--- src/hw/rtl/stable_priority_queue_with_remove_macros.svh ---
// assertion macros for the stable priority queue
`ifndef STABLE_PRIORITY_QUEUE_WITH_REMOVE_MACROS_SVH
`define STABLE_PRIORITY_QUEUE_WITH_REMOVE_MACROS_SVH
`ifndef ASSERT_OFF
`define SPQR_ASSERT_IMP(lbl, clk, rst_n, ante, cons) \
  lbl: assert property (@(posedge clk) disable iff (!rst_n) (ante) |-> (cons)) \
    else $error("spqr same-cycle check failed");
`define SPQR_ASSERT_NXT(lbl, clk, rst_n, ante, cons) \
  lbl: assert property (@(posedge clk) disable iff (!rst_n) (ante) |=> (cons)) \
    else $error("spqr next-cycle check failed");
`else
`define SPQR_ASSERT_IMP(lbl, clk, rst_n, ante, cons)
`define SPQR_ASSERT_NXT(lbl, clk, rst_n, ante, cons)
`endif
`endif

--- src/hw/rtl/spqr_pkg.sv ---
// shared types, codes and constants for the stable priority queue
package spqr_pkg;

  localparam int SPQR_DEPTH = 16;

  localparam logic [1:0] CMD_INSERT = 2'd0;
  localparam logic [1:0] CMD_POP    = 2'd1;
  localparam logic [1:0] CMD_REMOVE = 2'd2;

  localparam logic [1:0] STAT_OK       = 2'd0;
  localparam logic [1:0] STAT_EMPTY    = 2'd1;
  localparam logic [1:0] STAT_NOTFOUND = 2'd2;
  localparam logic [1:0] STAT_FULL     = 2'd3;

  typedef struct packed {
    logic [1:0]  cmd;
    logic [15:0] item_id;
    logic [2:0]  priority_req;
  } in_item_t;

  typedef struct packed {
    logic [1:0]  status;
    logic [4:0]  entry_count;
    logic        head_valid;
    logic [15:0] head_id;
    logic [2:0]  head_priority;
  } out_item_t;

  typedef enum logic [2:0] {
    S_IDLE,
    S_DECODE,
    S_SCAN,
    S_RESOLVE,
    S_PURGE,
    S_DONE
  } fsm_state_t;

  typedef enum logic [3:0] {
    DP_IDLE,
    DP_LOAD,
    DP_INSERT,
    DP_POP,
    DP_SCAN_INIT,
    DP_SCAN,
    DP_DROP_TAIL,
    DP_PURGE_INIT,
    DP_PURGE,
    DP_EMIT
  } dp_op_t;

  typedef struct packed {
    dp_op_t     op;
    logic [1:0] status;
  } dp_cmd_t;

  typedef struct packed {
    logic [1:0] req_cmd;
    logic       empty;
    logic       full;
    logic       head_match;
    logic       scan_last;
    logic       tail_hit;
    logic       found;
  } dp_stat_t;

endpackage

--- src/hw/rtl/spqr_dp.sv ---
// datapath: sorted slot array, entry count, scan counters and result register
`include "stable_priority_queue_with_remove_macros.svh"
module spqr_dp #(
  parameter int DEPTH = spqr_pkg::SPQR_DEPTH
) (
  input  logic                 clk,
  input  logic                 rst_n,
  input  spqr_pkg::in_item_t   in_item,
  input  spqr_pkg::dp_cmd_t    cmd,
  output spqr_pkg::dp_stat_t   stat,
  output spqr_pkg::out_item_t  out_item
);
  import spqr_pkg::*;

  localparam int CW = $clog2(DEPTH + 1);

  logic [15:0]   slot_id_r  [DEPTH];
  logic [15:0]   slot_id_nxt[DEPTH];
  logic [2:0]    slot_pri_r  [DEPTH];
  logic [2:0]    slot_pri_nxt[DEPTH];
  logic [CW-1:0] count_r, count_nxt;
  logic [CW-1:0] step_r, step_nxt;
  logic [CW-1:0] n_r, n_nxt;
  logic [CW-1:0] first_r, first_nxt;
  logic          found_r, found_nxt;
  logic          tail_r, tail_nxt;
  in_item_t      req_r, req_nxt;
  out_item_t     out_r, out_nxt;

  logic [DEPTH-1:0] live;
  logic [DEPTH-1:0] ge;
  logic             shift_en;
  logic             wrap_en;
  logic             ins_en;
  logic             head_hit;
  logic             scan_last;

  assign head_hit  = (slot_id_r[0] == req_r.item_id);
  assign scan_last = (step_r == n_r - CW'(1));

  always_comb begin
    for (int k = 0; k < DEPTH; k++) begin
      live[k] = (CW'(k) < count_r);
      ge[k]   = live[k] && (slot_pri_r[k] >= req_r.priority_req);
    end
  end

  always_comb begin
    count_nxt = count_r;
    step_nxt  = step_r;
    n_nxt     = n_r;
    first_nxt = first_r;
    found_nxt = found_r;
    tail_nxt  = tail_r;
    req_nxt   = req_r;
    out_nxt   = out_r;
    shift_en  = 1'b0;
    wrap_en   = 1'b0;
    ins_en    = 1'b0;
    case (cmd.op)
      DP_LOAD: begin
        req_nxt = in_item;
      end
      DP_INSERT: begin
        ins_en    = 1'b1;
        count_nxt = count_r + CW'(1);
      end
      DP_POP: begin
        shift_en  = 1'b1;
        count_nxt = count_r - CW'(1);
      end
      DP_SCAN_INIT: begin
        step_nxt  = '0;
        n_nxt     = count_r;
        found_nxt = 1'b0;
        tail_nxt  = 1'b0;
      end
      DP_SCAN: begin
        shift_en = 1'b1;
        wrap_en  = 1'b1;
        step_nxt = step_r + CW'(1);
        if (head_hit && !found_r) begin
          found_nxt = 1'b1;
          first_nxt = step_r;
        end
        if (head_hit && scan_last) begin
          tail_nxt = 1'b1;
        end
      end
      DP_DROP_TAIL: begin
        count_nxt = count_r - CW'(1);
      end
      DP_PURGE_INIT: begin
        step_nxt = '0;
      end
      DP_PURGE: begin
        shift_en = 1'b1;
        step_nxt = step_r + CW'(1);
        if (step_r == first_r) begin
          count_nxt = count_r - CW'(1);
        end else begin
          wrap_en = 1'b1;
        end
      end
      DP_EMIT: begin
        out_nxt.status        = cmd.status;
        out_nxt.entry_count   = 5'(count_r);
        out_nxt.head_valid    = (count_r != '0);
        out_nxt.head_id       = (count_r != '0) ? slot_id_r[0] : '0;
        out_nxt.head_priority = (count_r != '0) ? slot_pri_r[0] : '0;
      end
      default: begin
      end
    endcase
  end

  // slot moves: insert opens a gap, shift closes toward the head, wrap refills the tail
  always_comb begin
    for (int k = 0; k < DEPTH; k++) begin
      slot_id_nxt[k]  = slot_id_r[k];
      slot_pri_nxt[k] = slot_pri_r[k];
    end
    if (ins_en) begin
      if (!ge[0]) begin
        slot_id_nxt[0]  = req_r.item_id;
        slot_pri_nxt[0] = req_r.priority_req;
      end
      for (int k = 1; k < DEPTH; k++) begin
        if (!ge[k]) begin
          if (ge[k-1]) begin
            slot_id_nxt[k]  = req_r.item_id;
            slot_pri_nxt[k] = req_r.priority_req;
          end else begin
            slot_id_nxt[k]  = slot_id_r[k-1];
            slot_pri_nxt[k] = slot_pri_r[k-1];
          end
        end
      end
    end
    if (shift_en) begin
      for (int k = 0; k < DEPTH - 1; k++) begin
        slot_id_nxt[k]  = slot_id_r[k+1];
        slot_pri_nxt[k] = slot_pri_r[k+1];
      end
    end
    if (wrap_en) begin
      for (int k = 0; k < DEPTH; k++) begin
        if (CW'(k) == count_r - CW'(1)) begin
          slot_id_nxt[k]  = slot_id_r[0];
          slot_pri_nxt[k] = slot_pri_r[0];
        end
      end
    end
  end

  always_ff @(posedge clk) begin
    if (!rst_n) begin
      count_r <= '0;
      found_r <= 1'b0;
      tail_r  <= 1'b0;
    end else begin
      count_r <= count_nxt;
      found_r <= found_nxt;
      tail_r  <= tail_nxt;
    end
  end

  always_ff @(posedge clk) begin
    for (int k = 0; k < DEPTH; k++) begin
      slot_id_r[k]  <= slot_id_nxt[k];
      slot_pri_r[k] <= slot_pri_nxt[k];
    end
    step_r  <= step_nxt;
    n_r     <= n_nxt;
    first_r <= first_nxt;
    req_r   <= req_nxt;
    out_r   <= out_nxt;
  end

  assign stat.req_cmd    = req_r.cmd;
  assign stat.empty      = (count_r == '0);
  assign stat.full       = (count_r == CW'(DEPTH));
  assign stat.head_match = (count_r != '0) && head_hit;
  assign stat.scan_last  = scan_last;
  assign stat.tail_hit   = tail_r;
  assign stat.found      = found_r;
  assign out_item        = out_r;

  `SPQR_ASSERT_IMP(a_count_bound, clk, rst_n, 1'b1, count_r <= CW'(DEPTH))
  `SPQR_ASSERT_NXT(a_insert_grows, clk, rst_n, cmd.op == DP_INSERT,
                   count_r == $past(count_r) + CW'(1))
  `SPQR_ASSERT_NXT(a_drop_shrinks, clk, rst_n, cmd.op == DP_POP || cmd.op == DP_DROP_TAIL,
                   count_r == $past(count_r) - CW'(1))

endmodule

--- src/hw/rtl/spqr_ctrl.sv ---
// controller: command decode and sequencing of the remove scan
`include "stable_priority_queue_with_remove_macros.svh"
module spqr_ctrl (
  input  logic               clk,
  input  logic               rst_n,
  input  logic               start,
  output logic               busy,
  output logic               out_valid,
  input  spqr_pkg::dp_stat_t stat,
  output spqr_pkg::dp_cmd_t  cmd
);
  import spqr_pkg::*;

  fsm_state_t state_r, state_nxt;
  logic [1:0] status_r, status_nxt;
  logic       out_valid_r;

  always_ff @(posedge clk) begin
    if (!rst_n) begin
      state_r     <= S_IDLE;
      status_r    <= STAT_OK;
      out_valid_r <= 1'b0;
    end else begin
      state_r     <= state_nxt;
      status_r    <= status_nxt;
      out_valid_r <= (state_r == S_DONE);
    end
  end

  always_comb begin
    state_nxt  = state_r;
    status_nxt = status_r;
    cmd.op     = DP_IDLE;
    cmd.status = status_r;
    case (state_r)
      S_IDLE: begin
        if (start) begin
          cmd.op    = DP_LOAD;
          state_nxt = S_DECODE;
        end
      end
      S_DECODE: begin
        state_nxt = S_DONE;
        case (stat.req_cmd)
          CMD_INSERT: begin
            if (stat.full) begin
              status_nxt = STAT_FULL;
            end else begin
              cmd.op     = DP_INSERT;
              status_nxt = STAT_OK;
            end
          end
          CMD_POP: begin
            if (stat.empty) begin
              status_nxt = STAT_EMPTY;
            end else begin
              cmd.op     = DP_POP;
              status_nxt = STAT_OK;
            end
          end
          CMD_REMOVE: begin
            if (stat.empty) begin
              status_nxt = STAT_EMPTY;
            end else if (stat.head_match) begin
              cmd.op     = DP_POP;
              status_nxt = STAT_OK;
            end else begin
              cmd.op    = DP_SCAN_INIT;
              state_nxt = S_SCAN;
            end
          end
          default: begin
            status_nxt = STAT_OK;
          end
        endcase
      end
      S_SCAN: begin
        cmd.op = DP_SCAN;
        if (stat.scan_last) begin
          state_nxt = S_RESOLVE;
        end
      end
      S_RESOLVE: begin
        if (stat.tail_hit) begin
          cmd.op     = DP_DROP_TAIL;
          status_nxt = STAT_OK;
          state_nxt  = S_DONE;
        end else if (stat.found) begin
          cmd.op    = DP_PURGE_INIT;
          state_nxt = S_PURGE;
        end else begin
          status_nxt = STAT_NOTFOUND;
          state_nxt  = S_DONE;
        end
      end
      S_PURGE: begin
        cmd.op = DP_PURGE;
        if (stat.scan_last) begin
          status_nxt = STAT_OK;
          state_nxt  = S_DONE;
        end
      end
      S_DONE: begin
        cmd.op    = DP_EMIT;
        state_nxt = S_IDLE;
      end
      default: begin
        state_nxt = S_IDLE;
      end
    endcase
  end

  assign busy      = (state_r != S_IDLE);
  assign out_valid = out_valid_r;

  `SPQR_ASSERT_NXT(a_strobe_single, clk, rst_n, out_valid_r, !out_valid_r)
  `SPQR_ASSERT_NXT(a_accept_decode, clk, rst_n, start && !busy, state_r == S_DECODE)
  `SPQR_ASSERT_NXT(a_done_strobe, clk, rst_n, state_r == S_DONE, out_valid_r)
  `SPQR_ASSERT_IMP(a_purge_found, clk, rst_n, state_r == S_PURGE, stat.found)

endmodule

--- src/hw/rtl/stable_priority_queue_with_remove.sv ---
// Stable priority queue with remove-by-id, top level.
// Input channel: an item (cmd, item_id, priority_req) is taken on a rising edge
// with start high and busy low. Commands: insert, pop the head, remove by id.
// Result channel: out_valid is high for exactly one cycle with out_item holding
// status, entry count after the command, and the head entry (zero when empty).
// There is no backpressure; every result must be taken when shown.
// Insert, pop, unused codes, empty removes and removes that hit the head go
// straight from decode to the result. A remove that misses the head walks the
// queue by rotating the slot array, one slot per cycle: one pass when the
// tail matches or nothing matches, and a second purge pass for a match in the
// middle. The next item may be accepted in the cycle the result is shown;
// busy stays high until then, so items are taken one at a time, and remove
// throughput is set by the rotation passes over the slot array.
// Reset empties the queue; slot contents are left as they are.
module stable_priority_queue_with_remove #(
  parameter int DEPTH = spqr_pkg::SPQR_DEPTH
) (
  input  logic                clk,
  input  logic                rst_n,
  input  logic                start,
  output logic                busy,
  input  spqr_pkg::in_item_t  in_item,
  output logic                out_valid,
  output spqr_pkg::out_item_t out_item
);
  import spqr_pkg::*;

  dp_cmd_t  dp_cmd;
  dp_stat_t dp_stat;

  spqr_ctrl u_ctrl (
    .clk       (clk),
    .rst_n     (rst_n),
    .start     (start),
    .busy      (busy),
    .out_valid (out_valid),
    .stat      (dp_stat),
    .cmd       (dp_cmd)
  );

  spqr_dp #(
    .DEPTH (DEPTH)
  ) u_dp (
    .clk      (clk),
    .rst_n    (rst_n),
    .in_item  (in_item),
    .cmd      (dp_cmd),
    .stat     (dp_stat),
    .out_item (out_item)
  );

endmodule
--- config.mk ---
export PLATFORM = sky130hd
export DESIGN_NAME = stable_priority_queue_with_remove
export DESIGN_NICKNAME = d
export VERILOG_FILES = /design/src/hw/rtl/spqr_pkg.sv /design/src/hw/rtl/spqr_dp.sv /design/src/hw/rtl/spqr_ctrl.sv /design/src/hw/rtl/stable_priority_queue_with_remove.sv
export VERILOG_INCLUDE_DIRS = /design/src /design/src/hw/rtl
export SDC_FILE = /design/constraint.sdc
export NUM_CORES = 1
export LEC_CHECK = 0
export BUFFER_PORTS_ARGS = -buffer_cell sky130_fd_sc_hd__buf_2
export CAP_MARGIN = 40
export CORE_MARGIN = 4
export CORE_UTILIZATION = 45
export CTS_BUF_LIST = sky130_fd_sc_hd__clkbuf_2 sky130_fd_sc_hd__clkbuf_4 sky130_fd_sc_hd__clkbuf_8
export DETAILED_ROUTE_END_ITERATION = 12
export PLACE_DENSITY = 0.62
export REMOVE_ABC_BUFFERS = 1
export SKIP_LAST_GASP = 1
export SYNTH_ARGS = -nofsm -noshare
export SYNTH_HDL_FRONTEND = slang
export SYNTH_SLANG_ARGS = --single-unit
--- constraint.sdc ---
create_clock -name clk -period 5.86 [get_ports clk]
set_input_delay 1.758 -clock clk [delete_from_list [all_inputs] [get_ports clk]]
set_output_delay 1.758 -clock clk [all_outputs]
set_load 0.02 [all_outputs]
==> flow_summary.yaml, run 1 <==
drt:
  wl_per_cell_um: 21.6
  vias: 18100
  route.detailed.drc: 0
  first_pass_iters: 5
  vias_per_cell: 6.34
  wirelength_um: 61800
  drt_iter0_markers: 1690
  ant_nets: 0
timing:
  finalSetupViolCount: 0
  rsz0062_at_grt: "false"
  hold_viol: 0
  worst_pin_slew_ns: 0.948
  slew_viol_final: 0
  slew_headroom_pct: 36.8
  fin_crit_sh_pct: 72.2
  whs_ns: 0.417
  max_freq_mhz: 236
  period_needed_ns: 4.23
  fin_tns_setup_ns: 0
  fin_skew_ns: 0.0457
logic_synthesis:
  netlist.area_leader.share_pct: 27.4
  synth_edf_count: 82
  syn_area_um2: 21800
  ys_seq_area_share_pct: 38.7
  synthTopCellsByArea: "dfxtp_1 27%, mux2i_1 13%, a221o_1 12%"
  synth_cells: 2241
  synthFlopType: "dfxtp_1"
  yosys.area.top_type: "dfxtp_1"
  yosysWarnings: 0
  async_flop_share_pct: 0
  syn-mean-instance-area_um2: 9.71
  synth.distinct_cells: 60
  ys_ff_latch: 380
power_and_ir_drop:
  p_sw_share_pct: 36.0
  p_total_w: 0.0115
  power.net_switching_w: 0.00414
  clkPwrFrac_pct: 24.2
  power_frac_comb_pct: 35.0
  p_seq_share_pct: 40.8
  power.density_nw_per_um2: 475
  ir_drop_mv: 0.205
  p_int_w: 0.00736
  p_leak_nw: 9.07
final_layout:
  n_antenna_cell: 0
  stdcell_count: 2856
  drive_above_1_share_pct: 14.2
  final_cell_mix: "298 x nor2_1, 298 x dfxtp_1, 275 x mux2i_1"
  final_nets: 2269
  area_delta_synth_final_pct: 11.3
  fin_util_pct: 50.7
die:
  core_um2: 47700
  die_height_um: 228
  initial_core_util_pct: 45.6
  dieWidth_um: 228
  row_count: 80
  dieArea_um2: 51900
  ios: 53
critical_path:
  rr_worst_depth: 10
  crit_chain: "inv_1, ha_1, nor4b_4, inv_2, and2_1, a211o_1, a211oi_4, nor2_2, buf_8, a221o_1"
  arrival_ns: 4.76
  start_kind: "flop"
  worst_path_largest_cell_delay_ns: 0.89
  endpoint_kind: "flop"
  worstPathMaxFanout: 22
  criticalPathCategory: "reg -> reg"
  crit_slowest_cell: "a211oi_4"
  worstPathRequired_ns: 6.39
place:
  gp_congestion: 0.797
  dpl.hpwl_um: 41200
  placed_cells: 2727
  io_buffers: 52
run:
  cap_violations: 0
clock_network:
  cts-root-buf: "clkbuf_8"
  cts_resized: 0
  cts.clk_slew.worst_paths_ns: 0.06
  cts_buffers: 71
  cts_max_level: 3
  cts_buffer_depth: 3
  clock_sinks: 380
  post_cts_hold_buffer_count: 0
  cts_setup_buffers: 0
  cts_tree: "done"
  worstSkewPairLatency_ns: 0.66
min_path:
  hold_class: "reg -> reg"
  min_path_cells: 0
global_route:
  grt_max_degree: 86
  grt_antenna_before_repair: 0
  grt_pass1_wl_um: 101000
  grt_util_all_layers_pct: 23.0
  grt_pass1_vias: 18000
  gr-total-overflow: 0
status:
  outcome: "finished clean"
==> final timing paths <==
kind,end,slack [ns],startpoint
worst max-delay path,u_dp.slot_id_r[1][13],1.63,u_dp.count_r[0]
worst min-delay path,u_dp.out_item[26],0.42,u_ctrl.status_r[1]
worst max register to register,u_dp.slot_id_r[1][13],1.63,u_dp.count_r[0]
worst min register to register,u_dp.out_item[26],0.42,u_ctrl.status_r[1]
==> layer usage <==
metal  vias to the layer above  global-route usage (%)  wire (um)
li1                       8546                       -          -
met3                        85                    3.73       3780
met1                      8830                    32.8      29200
met5                         -                       0          0
met4                         0                    7.42       1150
met2                       637                    35.7      27700
==> stage by stage <==
stage / area, um2 / worst slack, ns
floorplan: 20600 / -2.95
global placement: 22400 / 1.42
detailed placement: 22700 / 1.35
CTS: 24200 / 1.66
global route: 24200 / 1.39
finish: 24200 / 1.63
==> cell type report <==
type / count / area [um2]
Tap cell: 615 / 769
Clock inverter: 13 / 120
Inverter: 33 / 124
Timing Repair Buffer: 133 / 1070
Sequential cell: 380 / 8430
Multi-Input combinational cell: 1566 / 12300
Fill cell: 4343 / 23500
Clock buffer: 116 / 1430
==> state kept, by name, indices dropped and copies added, names as in the netlist <==
signal,count
u_ctrl.out_valid,1
u_ctrl.state_r,3
u_ctrl.status_r,2
u_dp.count_r,5
u_dp.first_r,5
u_dp.found_r,1
u_dp.n_r,5
u_dp.out_item,27
u_dp.req_r,19
u_dp.slot_id_r,256
u_dp.slot_pri_r,48
u_dp.stat,2
u_dp.step_r,5
u_dp.tail_r,1
==> power by group through the flow <==
stage	logic, W	registers (W)	clock network [W]
global route	0.00450	0.00482	0.00297
global placement	0.00379	0.00467	0
floorplan	0.00316	0.00441	0
detailed placement	0.00397	0.00468	0
finish	0.00403	0.00469	0.00278
CTS	0.00400	0.00465	0.00285
==> worst max-delay path, delay by kind of cell, from the launching register on <==
kind	cells	cell delay, ns
AOI/OAI and AO/OA	3	1.73
and+or+nand+nor	3	1.05
buffers and inverters	3	0.66
adders and majority gates	1	0.41
DFF	1	0.30
==> cell usage after synthesis, drive strengths merged, types with 12 or more instances <==
master / instances
a21o: 32
a21oi: 34
mux2: 21
edfxtp: 82
a22o: 17
a211oi: 268
nand3: 12
clkbuf: 161
buf: 101
nand2b: 31
ha: 60
and3: 15
a221o: 267
mux2i: 275
o21ai: 32
nor2: 307
dfxtp: 298
xor2: 20
and2: 33
inv: 32
a2111oi: 15
nand2: 46
xnor2: 13
==> kinds of logic after synthesis <==
kind of cell	Yosys count	synth area share (%)
buffers and inverters	295	5.73
adder cells (fa/ha/maj)	60	3.45
AO/OA/AOI/OAI	697	27.1
AND/OR/NAND/NOR	480	9.98
XOR/XNOR	33	1.33
multiplexers	296	13.7
flip-flops	380	38.7
Note: power is estimated with default switching activity, not from simulation.
==> run 2: changes to the inputs <==
--- a/config.mk
+++ b/config.mk
@@ -12,7 +12,7 @@
 export CORE_UTILIZATION = 45
 export CTS_BUF_LIST = sky130_fd_sc_hd__clkbuf_2 sky130_fd_sc_hd__clkbuf_4 sky130_fd_sc_hd__clkbuf_8
 export DETAILED_ROUTE_END_ITERATION = 12
-export PLACE_DENSITY = 0.62
+export PLACE_DENSITY = 0.64
 export REMOVE_ABC_BUFFERS = 1
 export SKIP_LAST_GASP = 1
 export SYNTH_ARGS = -nofsm -noshare
==> constraint.sdc (replaced) <==
create_clock -name clk -period 3.4 [get_ports clk]
set_input_delay 1.02 -clock clk [delete_from_list [all_inputs] [get_ports clk]]
set_output_delay 1.02 -clock clk [all_outputs]
set_load 0.02 [all_outputs]
==> run 2 against run 1 <==
Clock skew decreased by 0.016 ns; register-to-register slack got worse by 1.4 ns; maximum frequency increased by 33%; sequential power increased by 68%; largest cell class unchanged.
==> flow_summary.yaml, run 2 (synthesized netlist as in run 1, its figures left out) <==
status:
  outcome: "finished clean"
place:
  dpl.hpwl_um: 43300
  gp_congestion: 0.867
  place_ws_ns: 0.114
  io_buffers: 52
timing:
  fin_skew_ns: 0.0300
  period_needed_ns: 3.17
  finalSetupViolCount: 0
  slew_viol_final: 0
  hold_viol: 0
  rsz0062_at_grt: "false"
  slew_headroom_pct: 40.7
  fin_crit_sh_pct: 93.2
  setup_ws_ns: 0.230
  max_freq_mhz: 315
  worst_pin_slew_ns: 0.890
power_and_ir_drop:
  p_seq_share_pct: 40.1
  power.density_nw_per_um2: 797
  power.net_switching_w: 0.00709
  power_frac_comb_pct: 37.2
  clkPwrFrac_pct: 22.8
  ir_drop_mv: 0.285
  p_leak_nw: 9.35
  p_sw_share_pct: 35.9
  p_total_w: 0.0197
  p_int_w: 0.0126
global_route:
  grt_util_all_layers_pct: 22.5
  grt_max_degree: 39
  grt_pass1_vias: 17600
  grt_antenna_before_repair: 1
  gr-total-overflow: 0
  grt_pass1_wl_um: 98700
clock_network:
  clock_sinks: 380
  cts_max_level: 3
  cts-root-buf: "clkbuf_8"
  cts_setup_buffers: 0
  cts.clk_slew.worst_paths_ns: 0.05
  post_cts_hold_buffer_count: 0
  cts_buffer_depth: 3
  cts_tree: "done"
  worstSkewPairLatency_ns: 0.63
  cts_buffers: 70
  cts_resized: 0
drt:
  first_pass_iters: 7
  vias_per_cell: 6.18
  route.detailed.drc: 0
  wirelength_um: 60400
  ant_nets: 0
  wl_per_cell_um: 20.8
  vias: 18000
  drt_iter0_markers: 1303
critical_path:
  rr_worst_depth: 7
  worstPathMaxFanout: 18
  r2r-start: "u_dp.stat[7]"
  rrSetupSlack_ns: 0.23
  worstPathRequired_ns: 3.69
  worst_path_largest_cell_delay_ns: 0.71
  cp_top_family: "simple AND/OR/NAND/NOR gates"
  arrival_ns: 3.46
  crit_chain: "ha_1, nor4b_2, nand3_1, nand2b_2, buf_4, or4b_2, nand3_1"
  endpoint_kind: "flop"
  startpoint: "u_dp.stat[7]"
  path_buf_inv: 1
  crit_top_cell: "nand3_1"
  r2r-end: "u_dp.step_r[2]"
  start_kind: "flop"
  criticalPathCategory: "reg -> reg"
  crit_slowest_cell: "or4b_2"
min_path:
  hp-start: "u_ctrl.status_r[0]"
  hold_class: "reg -> reg"
  min_path_cells: 0
  whs_endpoint: "u_dp.out_item[25]"
final_layout:
  final_nets: 2328
  drive_above_1_share_pct: 15.8
  multi_input_area_um2: 12300
  nFillCells: 4271
  final_cell_mix: "298 x nor2_1, 298 x dfxtp_1, 275 x mux2i_1"
  largest_register: "u_dp.slot_id_r"
  area_delta_synth_final_pct: 13.6
  largest_register_ffs: 256
  regArea_um2: 8430
die:
  row_count: 80
  die_height_um: 228
  core_um2: 47700
  dieArea_um2: 51900
  ios: 53
  dieWidth_um: 228
  initial_core_util_pct: 45.6
run:
  cap_violations: 0
[run 2: power groups by stage]
stage	sequential [W]	combinational [W]	clock (W)
6_report	0.00790	0.00733	0.00449
5_1_grt	0.00810	0.00816	0.00481
4_1_cts	0.00784	0.00728	0.00461
3_5_place_dp	0.00790	0.00723	0
3_3_place_gp	0.00783	0.00694	0
2_1_floorplan	0.00761	0.00545	0
[run 2: cell type report]
cell class	instances	share of cell area (%)
clock inverter	13	0.395
sequential	380	34.1
antenna	1	0.0101
multi-input combinational	1566	49.7
tap	615	3.11
timing repair buffer	193	6.94
clock buffer	106	5.29
inverter	33	0.501
[run 2: routing by layer]
metal / track usage, % / wire length, um
met1: 33.4 / 29500
met2: 34.6 / 26800
met3: 3.09 / 3310
met4: 5.57 / 832
met5: 0 / 0
[run 2: worst max-delay path by stage]
stage,to,slack [ns],cells past startpoint
after global placement,u_dp.slot_id_r[5][31],0.05,8
after floorplan,u_dp.slot_id_r[0][0],-4.76,10
after global routing,u_dp.step_r[2],0.06,7
final,u_dp.step_r[2],0.23,7
after CTS,u_dp.step_r[4],0.24,7
after detailed placement,u_dp.slot_id_r[7][7],0.11,10
[run 2: metrics by stage]
stage | cells | cell area, um2 | setup TNS, ns | utilization (%) | hold slack [ns]
2_1_floorplan | 1979 | 20600 | -1136.97 | - | 0.408
3_3_place_gp | 2777 | 23200 | 0 | 48.5 | 0.418
3_5_place_dp | 2787 | 23300 | 0 | 48.8 | 0.414
4_1_cts | 2906 | 24700 | 0 | 51.8 | 0.426
5_1_grt | 2907 | 24700 | 0 | 51.8 | 0.444
6_report | 2907 | 24700 | 0 | 51.8 | 0.424
